File: src/design/hrp_pkg.sv
// ----------------------------------------------------------------------------
// HTTP request header parser package
// Types, codes and byte classification helpers shared by the parser and its
// checker.
// ----------------------------------------------------------------------------
package hrp_pkg;

  // Parser states, one per position in the request grammar.
  typedef enum logic [4:0] {
    S_METHOD_START = 5'd0,
    S_METHOD       = 5'd1,
    S_URI_START    = 5'd2,
    S_URI          = 5'd3,
    S_VER_H        = 5'd4,
    S_VER_T1       = 5'd5,
    S_VER_T2       = 5'd6,
    S_VER_P        = 5'd7,
    S_VER_SLASH    = 5'd8,
    S_MAJOR_START  = 5'd9,
    S_MAJOR        = 5'd10,
    S_MINOR_START  = 5'd11,
    S_MINOR        = 5'd12,
    S_LF_REQLINE   = 5'd13,
    S_LINE_START   = 5'd14,
    S_LWS          = 5'd15,
    S_NAME         = 5'd16,
    S_SPACE_VALUE  = 5'd17,
    S_VALUE        = 5'd18,
    S_LF_HEADER    = 5'd19,
    S_LF_FINAL     = 5'd20
  } parser_state_t;

  // Status codes.
  localparam logic [1:0] ST_MORE = 2'd0;
  localparam logic [1:0] ST_DONE = 2'd1;
  localparam logic [1:0] ST_BAD  = 2'd2;

  // Byte role codes.
  localparam logic [2:0] ROLE_DELIM    = 3'd0;
  localparam logic [2:0] ROLE_METHOD   = 3'd1;
  localparam logic [2:0] ROLE_URI      = 3'd2;
  localparam logic [2:0] ROLE_NEW_NAME = 3'd3;
  localparam logic [2:0] ROLE_NAME     = 3'd4;
  localparam logic [2:0] ROLE_VALUE    = 3'd5;

  // Character constants.
  localparam logic [7:0] CH_CR    = 8'h0D;
  localparam logic [7:0] CH_LF    = 8'h0A;
  localparam logic [7:0] CH_SP    = 8'h20;
  localparam logic [7:0] CH_TAB   = 8'h09;
  localparam logic [7:0] CH_DEL   = 8'd127;
  localparam logic [7:0] CTL_MAX  = 8'd31;
  localparam logic [7:0] CH_H     = 8'h48;
  localparam logic [7:0] CH_T     = 8'h54;
  localparam logic [7:0] CH_P     = 8'h50;
  localparam logic [7:0] CH_SLASH = 8'h2F;
  localparam logic [7:0] CH_DOT   = 8'h2E;
  localparam logic [7:0] CH_COLON = 8'h3A;
  localparam logic [7:0] CH_ZERO  = 8'h30;
  localparam logic [7:0] CH_NINE  = 8'h39;

  localparam logic [19:0] VER_MAX = 20'd65535;

  // One input transaction.
  typedef struct packed {
    logic [7:0] data_byte;
    logic       restart;
  } in_item_t;

  // One result transaction.
  typedef struct packed {
    logic [1:0]  status;
    logic [2:0]  byte_role;
    logic [7:0]  echo_byte;
    logic [15:0] version_major;
    logic [15:0] version_minor;
  } out_item_t;

  // Control bytes are 0 to 31 and DEL.
  function automatic logic is_ctl(input logic [7:0] b);
    return (b <= CTL_MAX) || (b == CH_DEL);
  endfunction

  // Separator characters of the token grammar.
  function automatic logic is_sep(input logic [7:0] b);
    return b inside {8'h28, 8'h29, 8'h3C, 8'h3E, 8'h40, 8'h2C, 8'h3B, 8'h3A,
                     8'h5C, 8'h22, 8'h2F, 8'h5B, 8'h5D, 8'h3F, 8'h3D, 8'h7B,
                     8'h7D, CH_SP, CH_TAB};
  endfunction

  // Token bytes are 7-bit, not control, not separator.
  function automatic logic is_token(input logic [7:0] b);
    return !b[7] && !is_ctl(b) && !is_sep(b);
  endfunction

  function automatic logic is_numeral(input logic [7:0] b);
    return (b >= CH_ZERO) && (b <= CH_NINE);
  endfunction

  // Append one decimal digit, saturating at 65535.
  function automatic logic [15:0] add_digit(input logic [15:0] v,
                                            input logic [7:0]  b);
    logic [19:0] n;
    n = {1'b0, v, 3'b000} + {3'b000, v, 1'b0} + {16'd0, b[3:0]};
    return (n > VER_MAX) ? 16'hFFFF : n[15:0];
  endfunction

endpackage

File: src/design/http_request_header_parser.sv
// A transaction passes from the input register to the result register. Throughput:
// one byte per cycle unless the result side stalls; the parser state is a single
// register loop updated in the same cycle the byte moves into the result register.
// Reset (rst, synchronous): both stages empty, parser at method start, header
// flag and both version numbers cleared.
// ----------------------------------------------------------------------------
// HTTP request header parser
// Byte-at-a-time request line and header state machine that tags every byte
// with its role and reports need-more, complete or malformed.
// ----------------------------------------------------------------------------
module http_request_header_parser (
  input  logic               clk,
  input  logic               rst,
  input  logic               in_valid,
  output logic               in_stall,
  input  hrp_pkg::in_item_t  in_item,
  output logic               out_valid,
  input  logic               out_stall,
  output hrp_pkg::out_item_t out_item
);

  // Input register.
  logic              in_full;
  hrp_pkg::in_item_t in_q;

  // Parser state.
  hrp_pkg::parser_state_t state, state_next;
  logic                   seen_header, seen_header_next;
  logic [15:0]            major_value, major_value_next;
  logic [15:0]            minor_value, minor_value_next;

  // Result register.
  hrp_pkg::out_item_t result_next;
  logic               advance;

  // The held byte moves on when the result register is free or being taken.
  assign advance   = in_full && (!out_valid || !out_stall);
  assign in_stall  = in_full && !advance;

  // Input register.
  always_ff @(posedge clk) begin
    if (rst) begin
      in_full <= 1'b0;
    end else if (!in_stall) begin
      in_full <= in_valid;
    end
    if (!in_stall && in_valid) begin
      in_q <= in_item;
    end
  end

  // Next-state and result logic for the held byte.
  always_comb begin
    hrp_pkg::parser_state_t s;
    logic [7:0]             b;
    logic [1:0]             st;
    logic [2:0]             role;
    b    = in_q.data_byte;
    st   = hrp_pkg::ST_MORE;
    role = hrp_pkg::ROLE_DELIM;
    if (in_q.restart) begin
      s                = hrp_pkg::S_METHOD_START;
      seen_header_next = 1'b0;
      major_value_next = 16'd0;
      minor_value_next = 16'd0;
    end else begin
      s                = state;
      seen_header_next = seen_header;
      major_value_next = major_value;
      minor_value_next = minor_value;
    end
    state_next = s;

    case (s)
      hrp_pkg::S_METHOD_START: begin
        if (hrp_pkg::is_token(b)) begin
          state_next = hrp_pkg::S_METHOD;
          role       = hrp_pkg::ROLE_METHOD;
        end else st = hrp_pkg::ST_BAD;
      end
      hrp_pkg::S_METHOD: begin
        if (b == hrp_pkg::CH_SP) state_next = hrp_pkg::S_URI_START;
        else if (hrp_pkg::is_token(b)) role = hrp_pkg::ROLE_METHOD;
        else st = hrp_pkg::ST_BAD;
      end
      hrp_pkg::S_URI_START: begin
        if (hrp_pkg::is_ctl(b)) st = hrp_pkg::ST_BAD;
        else begin
          state_next = hrp_pkg::S_URI;
          role       = hrp_pkg::ROLE_URI;
        end
      end
      hrp_pkg::S_URI: begin
        if (b == hrp_pkg::CH_SP) state_next = hrp_pkg::S_VER_H;
        else if (hrp_pkg::is_ctl(b)) st = hrp_pkg::ST_BAD;
        else role = hrp_pkg::ROLE_URI;
      end
      hrp_pkg::S_VER_H: begin
        if (b == hrp_pkg::CH_H) state_next = hrp_pkg::S_VER_T1;
        else st = hrp_pkg::ST_BAD;
      end
      hrp_pkg::S_VER_T1: begin
        if (b == hrp_pkg::CH_T) state_next = hrp_pkg::S_VER_T2;
        else st = hrp_pkg::ST_BAD;
      end
      hrp_pkg::S_VER_T2: begin
        if (b == hrp_pkg::CH_T) state_next = hrp_pkg::S_VER_P;
        else st = hrp_pkg::ST_BAD;
      end
      hrp_pkg::S_VER_P: begin
        if (b == hrp_pkg::CH_P) state_next = hrp_pkg::S_VER_SLASH;
        else st = hrp_pkg::ST_BAD;
      end
      hrp_pkg::S_VER_SLASH: begin
        if (b == hrp_pkg::CH_SLASH) begin
          major_value_next = 16'd0;
          minor_value_next = 16'd0;
          state_next       = hrp_pkg::S_MAJOR_START;
        end else st = hrp_pkg::ST_BAD;
      end
      hrp_pkg::S_MAJOR_START: begin
        if (hrp_pkg::is_numeral(b)) begin
          major_value_next = hrp_pkg::add_digit(major_value_next, b);
          state_next       = hrp_pkg::S_MAJOR;
        end else st = hrp_pkg::ST_BAD;
      end
      hrp_pkg::S_MAJOR: begin
        if (b == hrp_pkg::CH_DOT) state_next = hrp_pkg::S_MINOR_START;
        else if (hrp_pkg::is_numeral(b)) begin
          major_value_next = hrp_pkg::add_digit(major_value_next, b);
        end else st = hrp_pkg::ST_BAD;
      end
      hrp_pkg::S_MINOR_START: begin
        if (hrp_pkg::is_numeral(b)) begin
          minor_value_next = hrp_pkg::add_digit(minor_value_next, b);
          state_next       = hrp_pkg::S_MINOR;
        end else st = hrp_pkg::ST_BAD;
      end
      hrp_pkg::S_MINOR: begin
        if (b == hrp_pkg::CH_CR) state_next = hrp_pkg::S_LF_REQLINE;
        else if (hrp_pkg::is_numeral(b)) begin
          minor_value_next = hrp_pkg::add_digit(minor_value_next, b);
        end else st = hrp_pkg::ST_BAD;
      end
      hrp_pkg::S_LF_REQLINE: begin
        if (b == hrp_pkg::CH_LF) state_next = hrp_pkg::S_LINE_START;
        else st = hrp_pkg::ST_BAD;
      end
      hrp_pkg::S_LINE_START: begin
        // A fold line is only legal once some header has begun.
        if (b == hrp_pkg::CH_CR) state_next = hrp_pkg::S_LF_FINAL;
        else if (seen_header_next &&
                 (b == hrp_pkg::CH_SP || b == hrp_pkg::CH_TAB)) begin
          state_next = hrp_pkg::S_LWS;
        end else if (hrp_pkg::is_token(b)) begin
          seen_header_next = 1'b1;
          role             = hrp_pkg::ROLE_NEW_NAME;
          state_next       = hrp_pkg::S_NAME;
        end else st = hrp_pkg::ST_BAD;
      end
      hrp_pkg::S_LWS: begin
        if (b == hrp_pkg::CH_CR) state_next = hrp_pkg::S_LF_HEADER;
        else if (b == hrp_pkg::CH_SP || b == hrp_pkg::CH_TAB) state_next = s;
        else if (hrp_pkg::is_ctl(b)) st = hrp_pkg::ST_BAD;
        else begin
          state_next = hrp_pkg::S_VALUE;
          role       = hrp_pkg::ROLE_VALUE;
        end
      end
      hrp_pkg::S_NAME: begin
        if (b == hrp_pkg::CH_COLON) state_next = hrp_pkg::S_SPACE_VALUE;
        else if (hrp_pkg::is_token(b)) role = hrp_pkg::ROLE_NAME;
        else st = hrp_pkg::ST_BAD;
      end
      hrp_pkg::S_SPACE_VALUE: begin
        if (b == hrp_pkg::CH_SP) state_next = hrp_pkg::S_VALUE;
        else st = hrp_pkg::ST_BAD;
      end
      hrp_pkg::S_VALUE: begin
        if (b == hrp_pkg::CH_CR) state_next = hrp_pkg::S_LF_HEADER;
        else if (hrp_pkg::is_ctl(b)) st = hrp_pkg::ST_BAD;
        else role = hrp_pkg::ROLE_VALUE;
      end
      hrp_pkg::S_LF_HEADER: begin
        if (b == hrp_pkg::CH_LF) state_next = hrp_pkg::S_LINE_START;
        else st = hrp_pkg::ST_BAD;
      end
      hrp_pkg::S_LF_FINAL: begin
        st = (b == hrp_pkg::CH_LF) ? hrp_pkg::ST_DONE : hrp_pkg::ST_BAD;
      end
      default: begin
        st = hrp_pkg::ST_BAD;
      end
    endcase

    result_next.status        = st;
    result_next.byte_role     = role;
    result_next.echo_byte     = (role != hrp_pkg::ROLE_DELIM) ? b : 8'd0;
    result_next.version_major = major_value_next;
    result_next.version_minor = minor_value_next;
  end

  // Parser state registers advance with each byte.
  always_ff @(posedge clk) begin
    if (rst) begin
      state       <= hrp_pkg::S_METHOD_START;
      seen_header <= 1'b0;
      major_value <= 16'd0;
      minor_value <= 16'd0;
    end else if (advance) begin
      state       <= state_next;
      seen_header <= seen_header_next;
      major_value <= major_value_next;
      minor_value <= minor_value_next;
    end
  end

  // Result register.
  always_ff @(posedge clk) begin
    if (rst) begin
      out_valid <= 1'b0;
    end else if (advance) begin
      out_valid <= 1'b1;
    end else if (!out_stall) begin
      out_valid <= 1'b0;
    end
    if (advance) begin
      out_item <= result_next;
    end
  end

endmodule

File: config.mk
export PLATFORM = sky130hd
export DESIGN_NAME = http_request_header_parser
export DESIGN_NICKNAME = d
export VERILOG_FILES = /design/src/design/hrp_pkg.sv /design/src/design/http_request_header_parser.sv
export SDC_FILE = /design/constraint.sdc
export NUM_CORES = 1
export LEC_CHECK = 0
export ABC_AREA = 0
export BUFFER_PORTS_ARGS = -buffer_cell sky130_fd_sc_hd__buf_2
export CORE_MARGIN = 8
export CORE_UTILIZATION = 46
export DETAILED_ROUTE_END_ITERATION = 8
export PLACE_DENSITY = 0.61
export SETUP_SLACK_MARGIN = 0.05
export SLEW_MARGIN = 30
export SYNTH_ARGS = -nofsm -noshare
export SYNTH_HDL_FRONTEND = slang
export SYNTH_SLANG_ARGS = --single-unit
export TNS_END_PERCENT = 100
File: constraint.sdc
create_clock -name clk -period 4.8 [get_ports clk]
set_input_delay 0 -clock clk [delete_from_list [all_inputs] [get_ports clk]]
set_output_delay 0 -clock clk [all_outputs]
set_load 0.1 [all_outputs]
---- After elaboration in Yosys (flattened, before gate mapping) ----
Cells that the tools add are included.
operators by class
  $add $sub $neg .......................... 4
  magnitude comparators ................... 5
  equality and inequality tests ........... 47
  multiplexer cells ....................... 79
  reduce and logical (&&, ||, !) cells .... 23
operators by type and width
  kind                                                                number
  2-to-1 mux 16 bit                                                   10
  2-to-1 mux 5 bit                                                    24
  == test 8 x 6 -> 1 bit (second input constant)                      13
  case mux 16 bit (3 select lines)                                    2
  case mux 5 bit (19 select lines)                                    1
  == test 8 x 7 -> 1 bit (second input constant)                      10
  2-to-1 mux 2 bit                                                    25
  adder 19 x 17 -> 20 bit                                             2
  adder 20 x 4 -> 20 bit                                              2
  == test 5 x 4 -> 1 bit (second input constant)                      8
  > comparator 20 x 16 -> 1 bit (second input constant)               2
  case mux 2 bit (18 select lines)                                    1
  == test 5 bit (second input constant)                               5
  == test 8 x 4 -> 1 bit (second input constant)                      3
  case mux 3 bit (8 select lines)                                     1
  == test 5 x 3 -> 1 bit (second input constant)                      4
  nonzero test 19 bit                                                 1
  2-to-1 mux 3 bit                                                    6
  == test 5 x 2 -> 1 bit (second input constant)                      2
  2-to-1 mux 1 bit                                                    9
  greater-or-equal comparator 8 x 6 -> 1 bit (second input constant)  1
  <= comparator 8 x 5 -> 1 bit (second input constant)                1
  <= comparator 8 x 6 -> 1 bit (second input constant)                1
  logical AND 1 bit                                                   7
  other kinds (7)                                                     17
word-level totals
  register bits after elaboration ......... 94
  bits of input ports ..................... 13

---- Depth between registers and ports, before layout ----
  depth after elaboration ................. 10
  gate-level depth with buffers ........... 16

---- Worst setup path after synthesis ----
Ideal clock, no wire load.
  path kind ............................... reg-to-reg
  start ................................... register in_q[0] in the netlist's numbering
  end ..................................... register major_value[10]
  library setup time ...................... 115 ps
  arrival ................................. 4154 ps
  data required time ...................... 4685 ps
  slack ................................... 531 ps
  stages on the path, launching flop included .. 17
  buffers on the path ..................... 4
  period minus slack after synthesis ...... 4269 ps
  cell sequence ........................... edfxtp_1 -> clkbuf_1 -> clkbuf_1 -> clkbuf_1 -> nor2b_1 -> ha_1 -> ha_1 -> fa_1 -> a211oi_1 -> o21ai_1 -> o31a_1 -> or3_1 -> a31oi_1 -> buf_4 -> nand4_1 -> a32o_1 -> o21a_1
on the way
  longest elaborated chain between the ends .. 8
  elaborated cells on any way between the ends .. 13
  classes of those cells .................. add/sub: 2; order compare: 1; eq/ne: 3; mux: 7
ends and longest elaborated chain
  item                                  line                                                                  RTL
  from (decl)                           http_request_header_parser.sv:24                                      hrp_pkg::in_item_t in_q;
  from (signal assigned)                http_request_header_parser.sv:48                                      in_q <= in_item;
  2-to-1 mux 16 bit                     http_request_header_parser.sv:61                                      if (in_q.restart) begin
  adder 19 x 17 -> 20 bit               hrp_pkg.sv:104                                                        n = {1'b0, v, 3'b000} + {3'b000, v, 1'b0} + {16'd0, b[3:0]};
  adder 20 x 4 -> 20 bit                hrp_pkg.sv:104
  > comparator 20 x 16 -> 1 bit         hrp_pkg.sv:105                                                        return (n > VER_MAX) ? 16'hFFFF : n[15:0];
  2-to-1 mux 16 bit                     hrp_pkg.sv:105
  2-to-1 mux 16 bit                     http_request_header_parser.sv:122, http_request_header_parser.sv:129
  2-to-1 mux 16 bit                     http_request_header_parser.sv:128                                     if (b == hrp_pkg::CH_DOT) state_next = hrp_pkg::S_MINOR_START;
  case mux 16 bit (3 select lines) (*)  http_request_header_parser.sv:74                                      case (s)
  net major_value_next[10]              http_request_header_parser.sv:29                                      logic [15:0] major_value, major_value_next;
  to (signal assigned)                  http_request_header_parser.sv:213                                     major_value <= major_value_next;
  to (decl)                             http_request_header_parser.sv:29
Mark *: on every way through the listed nets, which the timed path passes. The rest lies on a longest branch.
A chain may end at the register's enable or synchronous reset.

---- Worst setup path in the final report ----
  start ................................... register in_q[0] in the netlist's numbering
  end ..................................... register out_item[13] in the netlist's numbering, data pin
on the way
  longest elaborated chain between the ends .. 8
  elaborated cells on any way between the ends .. 13
  classes of those cells .................. add/sub: 2; order compare: 1; eq/ne: 3; mux: 7
ends and longest elaborated chain
  item                                  line                                                                  RTL
  2-to-1 mux 16 bit                     http_request_header_parser.sv:61
  adder 19 x 17 -> 20 bit               hrp_pkg.sv:104
  adder 20 x 4 -> 20 bit                hrp_pkg.sv:104
  > comparator 20 x 16 -> 1 bit         hrp_pkg.sv:105
  2-to-1 mux 16 bit                     hrp_pkg.sv:105
  2-to-1 mux 16 bit                     http_request_header_parser.sv:134, http_request_header_parser.sv:141
  2-to-1 mux 16 bit                     http_request_header_parser.sv:140                                     if (b == hrp_pkg::CH_CR) state_next = hrp_pkg::S_LF_REQLINE;
  case mux 16 bit (3 select lines) (*)  http_request_header_parser.sv:74
  net minor_value_next[13]              http_request_header_parser.sv:30                                      logic [15:0] minor_value, minor_value_next;
  to (signal assigned)                  http_request_header_parser.sv:228                                     out_item <= result_next;
  to (decl)                             http_request_header_parser.sv:19                                      output hrp_pkg::out_item_t out_item
Marks and branches as above.

==> metrics <==
outcome=complete, no violations; post-synth cell types=90; placed insts=1,145; clock tree buffer depth=2; Routed WL=roughly 23,000 um; most frequent cells in the layout=98 x nand2_1, 80 x a21oi_1, 71 x nor2_1; Mapped Nets=973; area of the multi-input gates=a little under 0.005 mm2; FMAX=roughly 0.23 GHz; Pleak=between 3 and 4 nW; number of enable flip-flop cells after synthesis=54; I/O Buffers=59; critical path class=reg -> reg; detailed placer's ending HPWL=about 17,000 um; vias per cell=between 6 and 7; Clk pin slew, worst setup/hold paths=approximately 70 ps; Total Neg Setup Slack=0 ps; H-tree depth=3; Gate Count Post-Synth=around 900; Die H=roughly 140 um; simple-gate share of the synthesized area=0.2241; wire length per cell=approximately 20 um; clock root cell=clkbuf_16; startpoint types=flop; total die area=between 0.02 and 0.025 mm2; HP Class=in -> reg; GR Util All Layers=0.2243; initial antenna violation count=0; CTS tree=done; Compound-Gate Fraction of Synth Area=0.2798; Area growth syn-to-layout=11.58%; Max-Cap Viols=0; Register Area=0.002422 mm2; Post-Synth Adder-Cell Area=0.1068; final hold viol count=0; Final Cycle Share=0.9138; Final setup viols=0; CTS sink count=94; CP Capture Type=flop; IO Count=60; XOR/XNOR share of the synthesized area=0.03096; clock insertion delay at the later pin of the skew report=350 ps; Clock Skew=approximately 4.5 ps; share of cells above drive strength 1=0.1418; Initial Util=0.4655; unrepaired setup endpoints after global routing=false; post-synthesis instance area=between 0.007 and 0.008 mm2; post-route insts no fill=approximately 1,200; Final Max Slew Viols=0; Max IR drop VDD=0.1664 mV; Hold WS=175.5 ps; ys async rst share=0; vias in the first global route=slightly below 7,000; first-pass GRT wire length=roughly 37,000 um; commonest non-fill, non-tap cell in the layout=nand2_1; drc violations=0; antenna cells=0; worst slew pin tran=977.4 ps; dpl cell area=between 0.008 and 0.009 mm2; largest family of logic cells by synthesized area=compound AO/OA/AOI/OAI gates; Final ANT Viol Nets=0; Synth Flop Type=edfxtp_1; Crit path required time=4890 ps; router iterations before antenna repair=5; largest net degree at the start of global routing=54; GP Congestion=around 0.96; gr ovfl total=0; Via Count=7,224; CTS Buf Count=9; #FFs+latches synth=94; core area=roughly 0.016 mm2; crit path DAT=4480 ps; Setup Buffers After CTS=0; fin area=approximately 0.0085 mm2; Fillers=roughly 1,600; Syn Area/Cell=around 8.5 um2; pwr dens=243.0 mW/mm2; DIE WIDTH=144.9 um; Nets=just over 1,000; worst-path fanout max=14; Rel. slew slack=0.3471; min Tclk post-route=~4400 ps; number of DRC markers in iteration 0=around 530; total power=a little over 2 mW; total number of yosys warnings=0; post-synthesis mux area share=0.001311; sequential area share after synthesis=0.3172; row cnt=47
[metrics by stage]
stage          utilization  setup slack, ps
2_1_floorplan            -            531.2
3_3_place_gp        0.4958            557.0
3_5_place_dp        0.4958            466.3
4_1_cts             0.5189            456.0
5_1_grt             0.5194            152.1
6_report            0.5194            413.7
[state kept, by name, summed over array words and instances, names as in the netlist]
signal / count
major_value: 16
state: 5
seen_header: 1
minor_value: 16
in_q: 9
out_item: 45
out_valid: 1
in_full: 1
[layer usage]
layer | part of all wire | GRT usage | vias up | wire [um]
met3 | 0.058 | 0.03642 | 47 | 1340
met4 | 0.030 | 0.08598 | 0 | 692
met2 | 0.46 | 0.3518 | 231 | 10590
li1 | - | - | 3497 | -
met1 | 0.46 | 0.3026 | 3449 | 10580
met5 | 0 | 0 | - | 0
[what timing repair did]
| action | CTS | global route |
|---|---|---|
| hold buffers | 11 | 0 |
| setup endpoints to repair | 0 | 0 |
| gates resized for setup | 0 | 0 |
| endpoints found under the hold margin | 11 | 0 |
[cells in the mapped netlist (all sizes together) (8+ instances only)]
library cell   n  area share
a211oi        15       0.015
nand3         22       0.015
and2          21       0.017
inv           21       0.010
a21oi         81       0.054
o211ai         8      0.0079
nor2          71       0.035
nor2b         33       0.027
edfxtp        54        0.21
a31oi         12       0.011
a2111oi        8       0.013
ha            62        0.10
xnor2         14       0.016
a211o          8      0.0093
nor3          12      0.0079
dfxtp         40        0.10
nand2         99       0.049
a21o          15       0.015
o32ai          8      0.0092
o21a          14       0.014
clkbuf        30       0.015
nand4         14       0.011
nand2b         8      0.0075
o21ai         71       0.048
xor2          13       0.015
buf           20       0.015
[path summary, 6_finish.rpt]
check	startpoint	endpoint	slack, ps	cells past startpoint
setup / recovery	in_q[0]	out_item[13]	410	12
hold / removal	rst	out_valid	180	2
setup reg to reg	in_q[0]	out_item[13]	410	12
hold reg to reg	minor_value[8]	minor_value[8]	460	2
[power breakdown]
group	internal (mW)	switching, mW	total (mW)	leakage, nW
clock network	0.352	0.323	0.675	0.122
registers	0.894	0.0355	0.930	0.840
logic	0.125	0.340	0.466	2.52
[layout make-up]
class                   count  area share
inverters                  21    0.009397
well taps                 220     0.03230
clock buffers              11     0.02731
clock inverters             5    0.004258
repair buffers             90     0.06519
multi-input cells         731      0.5773
flip-flops and latches     94      0.2842
[critical path: stages, from the launching register on]
cell and delay, ps:
edfxtp_1 620, buf_4 310, nor2b_1 400, ha_1 330, ha_1 400, and4_1 300, nand4_1 110, a211o_1 270
a2111oi_2 310, o221a_2 270, nand3_2 190, a2111oi_1 550, nor2_1 70
[cells by family (layout without fill, tap and decap cells)]
logic type | count (synthesis) | count (layout)
AND/OR/NAND/NOR | 329 | 329
AO/OA/AOI/OAI | 310 | 310
flip-flops | 94 | 94
buffers and inverters | 71 | 127
adder cells (fa/ha/maj) | 64 | 64
XOR/XNOR | 27 | 27
multiplexers | 1 | 1
Note: power is estimated with default switching activity, not from simulation.
